**src/hdl/edc_pkg.sv**
```systemverilog
// ============================================================================
// edc_pkg: shared types and constants for the edit distance core
// Sizes, request kinds, queue entry layout and the engine state encoding.
// ============================================================================
package edc_pkg;

    localparam int MAX_LEN     = 64;
    localparam int CHAR_BITS   = 16;
    localparam int CHAR_PORT_W = 16;
    localparam int KIND_W      = 2;
    localparam int DIST_W      = 7;
    localparam int DIST_MAX    = 127;

    localparam int LEN_W   = $clog2(MAX_LEN + 1);
    localparam int IDX_W   = $clog2(MAX_LEN);
    localparam int SCORE_W = $clog2(MAX_LEN + 4);
    localparam int ROW_W   = 2;
    localparam int SADDR_W = $clog2(3 * MAX_LEN);

    localparam int Q_DEPTH = 4;
    localparam int Q_PTR_W = $clog2(Q_DEPTH);
    localparam int Q_CNT_W = $clog2(Q_DEPTH + 1);

    // request kinds on the input stream
    localparam logic [KIND_W-1:0] KIND_SRC = 2'd0;
    localparam logic [KIND_W-1:0] KIND_TGT = 2'd1;
    localparam logic [KIND_W-1:0] KIND_RUN = 2'd2;

    typedef enum logic [1:0] {
        OP_SRC,
        OP_TGT,
        OP_RUN
    } op_t;

    typedef struct packed {
        op_t                  op;
        logic [CHAR_BITS-1:0] ch;
    } cmd_t;

    typedef struct packed {
        logic valid;
        cmd_t cmd;
    } qhead_t;

    typedef enum logic [1:0] {
        ST_IDLE,
        ST_ROW,
        ST_COL
    } bk_state_t;

    function automatic logic [DIST_W-1:0] sat_dist(input logic [SCORE_W-1:0] s);
        if (32'(s) > DIST_MAX)
        begin
            return DIST_W'(DIST_MAX);
        end
        return DIST_W'(s);
    endfunction

endpackage

```
**src/hdl/edc_front.sv**
```systemverilog
// ============================================================================
// edc_front: request intake and command queue
// Decodes the request kind, drops unused kinds and queues commands.
// ============================================================================
module edc_front (
    input  logic                            clk,
    input  logic                            rst_n,
    input  logic                            s_tvalid,
    output logic                            s_tready,
    input  logic [edc_pkg::CHAR_PORT_W-1:0] s_tdata,
    input  logic [edc_pkg::KIND_W-1:0]      s_tuser,
    output edc_pkg::qhead_t                 head,
    input  logic                            pop
);
    import edc_pkg::*;

    cmd_t               q_mem [Q_DEPTH];
    logic [Q_PTR_W-1:0] wr_ptr_reg, wr_ptr_next;
    logic [Q_PTR_W-1:0] rd_ptr_reg, rd_ptr_next;
    logic [Q_CNT_W-1:0] cnt_reg, cnt_next;
    cmd_t               in_cmd;
    logic               keep;
    logic               push;
    logic               do_pop;

    // classify the request
    always_comb
    begin
        in_cmd.ch = s_tdata[CHAR_BITS-1:0];
        in_cmd.op = OP_SRC;
        keep      = 1'b0;
        case (s_tuser)
            KIND_SRC:
            begin
                in_cmd.op = OP_SRC;
                keep      = 1'b1;
            end
            KIND_TGT:
            begin
                in_cmd.op = OP_TGT;
                keep      = 1'b1;
            end
            KIND_RUN:
            begin
                in_cmd.op = OP_RUN;
                keep      = 1'b1;
            end
            default:
            begin
                keep = 1'b0;
            end
        endcase
    end

    assign s_tready = (cnt_reg != Q_CNT_W'(Q_DEPTH));
    assign push     = s_tvalid && s_tready && keep;
    assign do_pop   = pop && (cnt_reg != '0);

    assign head.valid = (cnt_reg != '0);
    assign head.cmd   = q_mem[rd_ptr_reg];

    always_comb
    begin
        wr_ptr_next = push   ? Q_PTR_W'(wr_ptr_reg + 1'b1) : wr_ptr_reg;
        rd_ptr_next = do_pop ? Q_PTR_W'(rd_ptr_reg + 1'b1) : rd_ptr_reg;
        case ({push, do_pop})
            2'b10:   cnt_next = Q_CNT_W'(cnt_reg + 1'b1);
            2'b01:   cnt_next = Q_CNT_W'(cnt_reg - 1'b1);
            default: cnt_next = cnt_reg;
        endcase
    end

    always_ff @(posedge clk or negedge rst_n)
    begin
        if (!rst_n)
        begin
            wr_ptr_reg <= '0;
            rd_ptr_reg <= '0;
            cnt_reg    <= '0;
        end
        else
        begin
            wr_ptr_reg <= wr_ptr_next;
            rd_ptr_reg <= rd_ptr_next;
            cnt_reg    <= cnt_next;
        end
    end

    always_ff @(posedge clk)
    begin
        if (push)
        begin
            q_mem[wr_ptr_reg] <= in_cmd;
        end
    end

endmodule

```
**config.mk**
```make
export PLATFORM = sky130hd
export DESIGN_NAME = edc_front
export DESIGN_NICKNAME = d
export VERILOG_FILES = /design/src/hdl/edc_pkg.sv /design/src/hdl/edc_front.sv
export SDC_FILE = /design/constraint.sdc
export NUM_CORES = 1
export LEC_CHECK = 0
export BUFFER_PORTS_ARGS = -buffer_cell sky130_fd_sc_hd__buf_2
export CAP_MARGIN = 20
export CORE_MARGIN = 2
export CORE_UTILIZATION = 60
export DETAILED_ROUTE_END_ITERATION = 10
export PLACE_DENSITY_LB_ADDON = 0.25
export SETUP_SLACK_MARGIN = 0.5
export SYNTH_ARGS = -nofsm -noshare
export SYNTH_HDL_FRONTEND = slang
export SYNTH_SLANG_ARGS = --single-unit
```
**constraint.sdc**
```tcl
create_clock -name clk -period 4.8 [get_ports clk]
set_clock_uncertainty 0.1 [all_clocks]
set_input_delay 0 -clock clk [delete_from_list [all_inputs] [get_ports clk]]
set_output_delay 0 -clock clk [all_outputs]
set_load 0.005 [all_outputs]
```
**Word level (Yosys, flattened, before mapping)**

Memory sizes are Yosys's and may differ from the RTL's.
Cells that the tools add are included.

- Register bits after elaboration: 7
- Input bits: 22
- Word-level logic and storage cells: 25
- Output and inout bits: 20
- Memories kept: 1
- RAM bits: 72

- Add/sub/neg operators: 4
- Multiplexer cells: 5
- Reduce and logical (&&, ||, !) cells: 7
- Equality and inequality tests: 5

Memory list:

| memory | depth | bits a word | read ports | clocked after memory_dff | wr ports | line | RTL |
|---|---|---|---|---|---|---|---|
| q_mem | 4 | 18 | 1 | 0 | 1 | edc_front.sv:17 | `cmd_t q_mem [Q_DEPTH];` |

Operators with widths:

| cell | count |
|---|---|
| 3-bit case mux with 2 select lines | 1 |
| 2-bit by 1-bit adder with 2-bit output, second input constant | 2 |
| 2-bit by 1-bit == test with 1-bit output, second input constant | 2 |
| 2-bit == test, second input constant | 2 |
| 2-bit case mux with 2 select lines | 1 |
| 3-bit by 1-bit adder with 3-bit output, second input constant | 1 |
| 1-bit logical AND | 3 |
| 1-bit 2-to-1 mux | 3 |
| 3-bit inequality test, second input constant | 1 |
| 3-bit nonzero test | 1 |
| 3-bit OR reduction | 1 |
| 3-bit by 1-bit subtractor with 3-bit output, second input constant | 1 |
| 2-bit zero test | 1 |
| 2-bit nonzero test | 1 |

**Logic depth before layout (Yosys ltp)**

- Depth after elaboration: 6
- Gate-level depth with buffers: 10
- Gate-level depth less buffers: 9

**Worst setup path after synthesis**

No wires, ideal clock.

- Kind: register -> register
- Start point: register cnt_reg[0]
- End point: register cnt_reg[2]
- Path slack: 2,515 ps
- Buffers on the path: 1
- Arrival time: 2,106 ps
- Period minus slack after synthesis: 2,285 ps
- Library setup time: 79 ps
- Cell stages (with the launch flop): 11
- Required time: 4,621 ps
- Cells stage by stage: dfrtp_1 > or3b_1 > and3_1 > buf_6 > inv_1 > ha_1 > inv_1 > fa_1 > xor2_1 > nor2_1 > xor2_1

- Longest elaborated chain between the ends: 5
- Elaborated cells between the ends (all ways): 11
- Those cells by class: 2 x add/sub; 3 x eq/ne; 1 x mux; 5 x reduce/logical

Ends and longest elaborated chain:

| item | line | RTL |
|---|---|---|
| start, declared | edc_front.sv:20 | `logic [Q_CNT_W-1:0] cnt_reg, cnt_next;` |
| start signal, assigned | edc_front.sv:85 | `cnt_reg <= cnt_next;` |
| 3-bit inequality test * | edc_front.sv:55 | `assign s_tready = (cnt_reg != Q_CNT_W'(Q_DEPTH));` |
| net s_tready | edc_front.sv:9 | `output logic s_tready,` |
| 1-bit logical AND * (2 in series) | edc_front.sv:56 | `assign push = s_tvalid && s_tready && keep;` |
| 2-bit by 1-bit == test with 1-bit output / 2-bit == test (equally long branches) | edc_front.sv:66 | `case ({push, do_pop})` |
| 3-bit case mux with 2 select lines / 2-bit nonzero test (equally long branches) | - |  |

The timed path passes the listed nets; every way through them passes the cells marked *.
A chain may end at the register's enable or synchronous reset.

**Worst setup path after layout**

- Start point: register cnt_reg[0]
- End point: register cnt_reg[2]

- Longest elaborated chain between the ends: 5
- Elaborated cells between the ends (all ways): 11
- Those cells by class: 2 x add/sub; 3 x eq/ne; 1 x mux; 5 x reduce/logical

Ends and longest elaborated chain:

| item | line |
|---|---|
| 3-bit inequality test | edc_front.sv:55 |
| 1-bit logical AND (2 in series) | edc_front.sv:56 |
| 2-bit by 1-bit == test with 1-bit output / 2-bit == test (equally long branches) | edc_front.sv:66 |
| 3-bit case mux with 2 select lines / 2-bit nonzero test (equally long branches) | - |

Several ways; a longest one is shown, not always the timed one.

==> out/metrics.cfg <==
[status]
outcome = completed

[die]
fp-row-count = 25
floorplan.initialDensity = 0.631
die_area_sq_um = 5660
ioPinCount = 42
die_w_microns = 75.2
core_area_sq_um = 4820
die_y_microns = 75.2

[pwr]
vdd_drop_max_v = 0.000336
p_leak_nw = 1.33
power_density_nw_per_um2 = 521

[layout]
largest_reg_flops = 72
stdcell_count = 277
area_growth_pct = 21.1
final_net_count = 233
antenna_cells = 0
seqCellArea_sq_um = 2340
multi_input_area_sq_um = 651
fill_cells = 305
drive_gt1_frac = 0.371

[route]
drtAntennaViolNets = 0
drt_iter0_drc = 88
drt_wl_total_microns = 5100
vias_per_cell = 5.32
drt_pass1_iterations = 4
drc = 0
via_count = 1473
post_drt_wl_per_cell_microns = 18.4

[critical_path]
critical_path_class = flip-flop to flip-flop
worstPathRequired_ns = 4.96
critPathSlowestCell = dfrtp_1
cp_slowest_stage_delay_ns = 0.44
crit_buf_inv = 2
cp-startpoint = cnt_reg[0]
cp-endpoint = cnt_reg[2]
r2r_slack_ns = 2.41
cp.arrival_ns = 2.55
critPathMaxFanout = 7
worst_r2r_path_depth = 9
crit_cells = 9
rr_endpoint = cnt_reg[2]
critPathTopFamily = simple AND/OR/NAND/NOR gates
rr_startpoint = cnt_reg[0]
crit_chain = or3b_1 > and3_1 > inv_1 > ha_1 > inv_1 > fa_1 > xor2_1 > nor2_1 > xor2_1
cp-end-kind = flip-flop
critPathLaunchType = flip-flop

[logic_synthesis]
syn_inst = 135
synthesis.nets = 163
synth_seq_area_share = 0.768
synth_area_per_cell_sq_um = 22.5
yosysUniqueCellTypes = 21
synth_seq_cells = 79
yosys_warnings = 0
synthesis.area_sq_um = 3040

[placed_design]
gp_congestion = 0.748
port_buffers = 41
hpwlAfterDp_microns = 3040
placed_cells = 239

[clock_network]
h-tree-depth = 3
cts_tree = yes
tritoncts.num_buffers = 9
cts_buffer_depth = 2
clkSinkCount = 79
clk_latency_ns = 0.34
ctsHoldBuffers = 22
post_cts_buffers = 0
ctsResizeCount = 0
clkTransAtPathRegs_ns = 0.07
root_buffer = clkbuf_8

[global_routing]
grt_pass1_wl_microns = 7820
grt_overflow = 0
grt_use_total = 0.205
grt_pass1_vias = 1646
antenna_found_initial = 0
grt_max_degree = 20

[sta]
rsz0062_at_grt = false
fin_crit_ns = 2.39
fin_setup_tns_ns = 0
hold_viol = 0
setup_viol = 0
tightest_slew_ns = 0.954
slew_headroom = 0.364
finalCritPeriodShare = 0.497
fmax_mhz = 419
drv_slew = 0

[worst_hold_path]
hold_path_class = input pin to flip-flop

[run]
drv_cap = 0

[placed cells by master, fill, tap and decap left out, types with 2 or more instances in the layout]
cell type      Yosys  layout
and2_2             3       3
buf_2              4      41
clkbuf_1           0       2
clkbuf_8           0       9
clkinv_1           0       2
clkinv_2           0       2
dfrtp_1            7       7
dlygate4sd3_1      0      22
edfxtp_1          72      72
ha_1               5       5
inv_1              6       6
mux4_2            18      18
nand2_1            2       2
nor2b_1            2       2
xnor2_1            3       3
xor2_1             3       3
[cells in the mapped netlist, drive strengths merged]
| master | instances | area, sq um |
|---|---|---|
| inv | 6 | 22.5 |
| fa | 1 | 20.0 |
| ha | 5 | 62.6 |
| dfrtp | 7 | 175 |
| xor2 | 3 | 26.3 |
| nor2b | 2 | 12.5 |
| or3 | 1 | 7.51 |
| mux4 | 18 | 405 |
| or3b | 1 | 8.76 |
| nor2 | 1 | 3.75 |
| mux2i | 1 | 10.0 |
| edfxtp | 72 | 2160 |
| and2 | 4 | 28.8 |
| mux2 | 1 | 15.0 |
| nand2 | 2 | 7.51 |
| and3 | 1 | 6.26 |
| o31a | 1 | 10.0 |
| xnor2 | 3 | 26.3 |
| buf | 5 | 31.3 |
[per-stage QoR]
step / hold WS [ns] / worst slack, ns / power (mW) / utilization / instance area [sq um]
2_1_floorplan: -0.396 / 2.51 / 1.33 / - / 3040
3_3_place_gp: -0.264 / 2.53 / 1.50 / 0.686 / 3310
3_5_place_dp: -0.253 / 2.43 / 1.53 / 0.686 / 3310
4_1_cts: 0.0491 / 2.41 / 1.94 / 0.765 / 3680
5_1_grt: 0.0987 / 2.20 / 2.03 / 0.765 / 3680
6_report: 0.0738 / 2.41 / 1.92 / 0.765 / 3680
[power breakdown]
| group | total, mW | switching (mW) | internal (mW) | leakage (nW) |
|---|---|---|---|---|
| registers | 0.974 | 0.0866 | 0.888 | 0.739 |
| clock network | 0.397 | 0.214 | 0.183 | 0.0782 |
| logic | 0.547 | 0.241 | 0.306 | 0.515 |
[area by class of cell]
type | instances | share of cell area
Tap cell | 67 | 0.0228
Clock inverter | 5 | 0.00679
Timing Repair Buffer | 64 | 0.118
Clock buffer | 11 | 0.0357
Inverter | 6 | 0.00611
Multi-Input combinational cell | 45 | 0.177
Sequential cell | 79 | 0.635
[worst min-delay path by stage]
stage | startpoint | end | slack, ns | depth (start not counted)
finish | s_tvalid | wr_ptr_reg[0] | 0.07 | 3
global route | s_tvalid | wr_ptr_reg[0] | 0.1 | 3
CTS | s_tvalid | wr_ptr_reg[0] | 0.05 | 3
detailed placement | rst_n | wr_ptr_reg[1] | -0.25 | 1
global placement | rst_n | cnt_reg[0] | -0.26 | 1
floorplan | rst_n | cnt_reg[0] | -0.40 | 0
[per-layer routing]
metal / wire length, microns / vias up / track usage / part of all wire
li1: - / 678 / - / -
met1: 2060 / 737 / 0.249 / 0.40
met2: 2740 / 47 / 0.338 / 0.54
met3: 194 / 11 / 0.0616 / 0.038
met4: 106 / 0 / 0.101 / 0.021
met5: 0 / - / 0 / 0
[worst register-to-register path, stage by stage, from the launching register on]
cell     delay [ns]
dfrtp_1        0.44
or3b_1         0.40
and3_1         0.26
inv_1          0.09
ha_1           0.17
inv_1          0.06
fa_1           0.37
xor2_1         0.15
nor2_1         0.11
xor2_1         0.16
[cell families (layout without fill, tap and decap cells)]
| family | Yosys count | in the layout | synth area share |
|---|---|---|---|
| AOI/OAI and AO/OA | 1 | 1 | 0.00329 |
| adders and majority gates | 6 | 6 | 0.0271 |
| and+or+nand+nor | 12 | 12 | 0.0247 |
| xor gates and xnor gates | 6 | 6 | 0.0173 |
| buffers and inverters | 11 | 86 | 0.0177 |
| muxes | 20 | 20 | 0.142 |
| DFF | 79 | 79 | 0.768 |
Note: power is estimated with default switching activity, not from simulation.
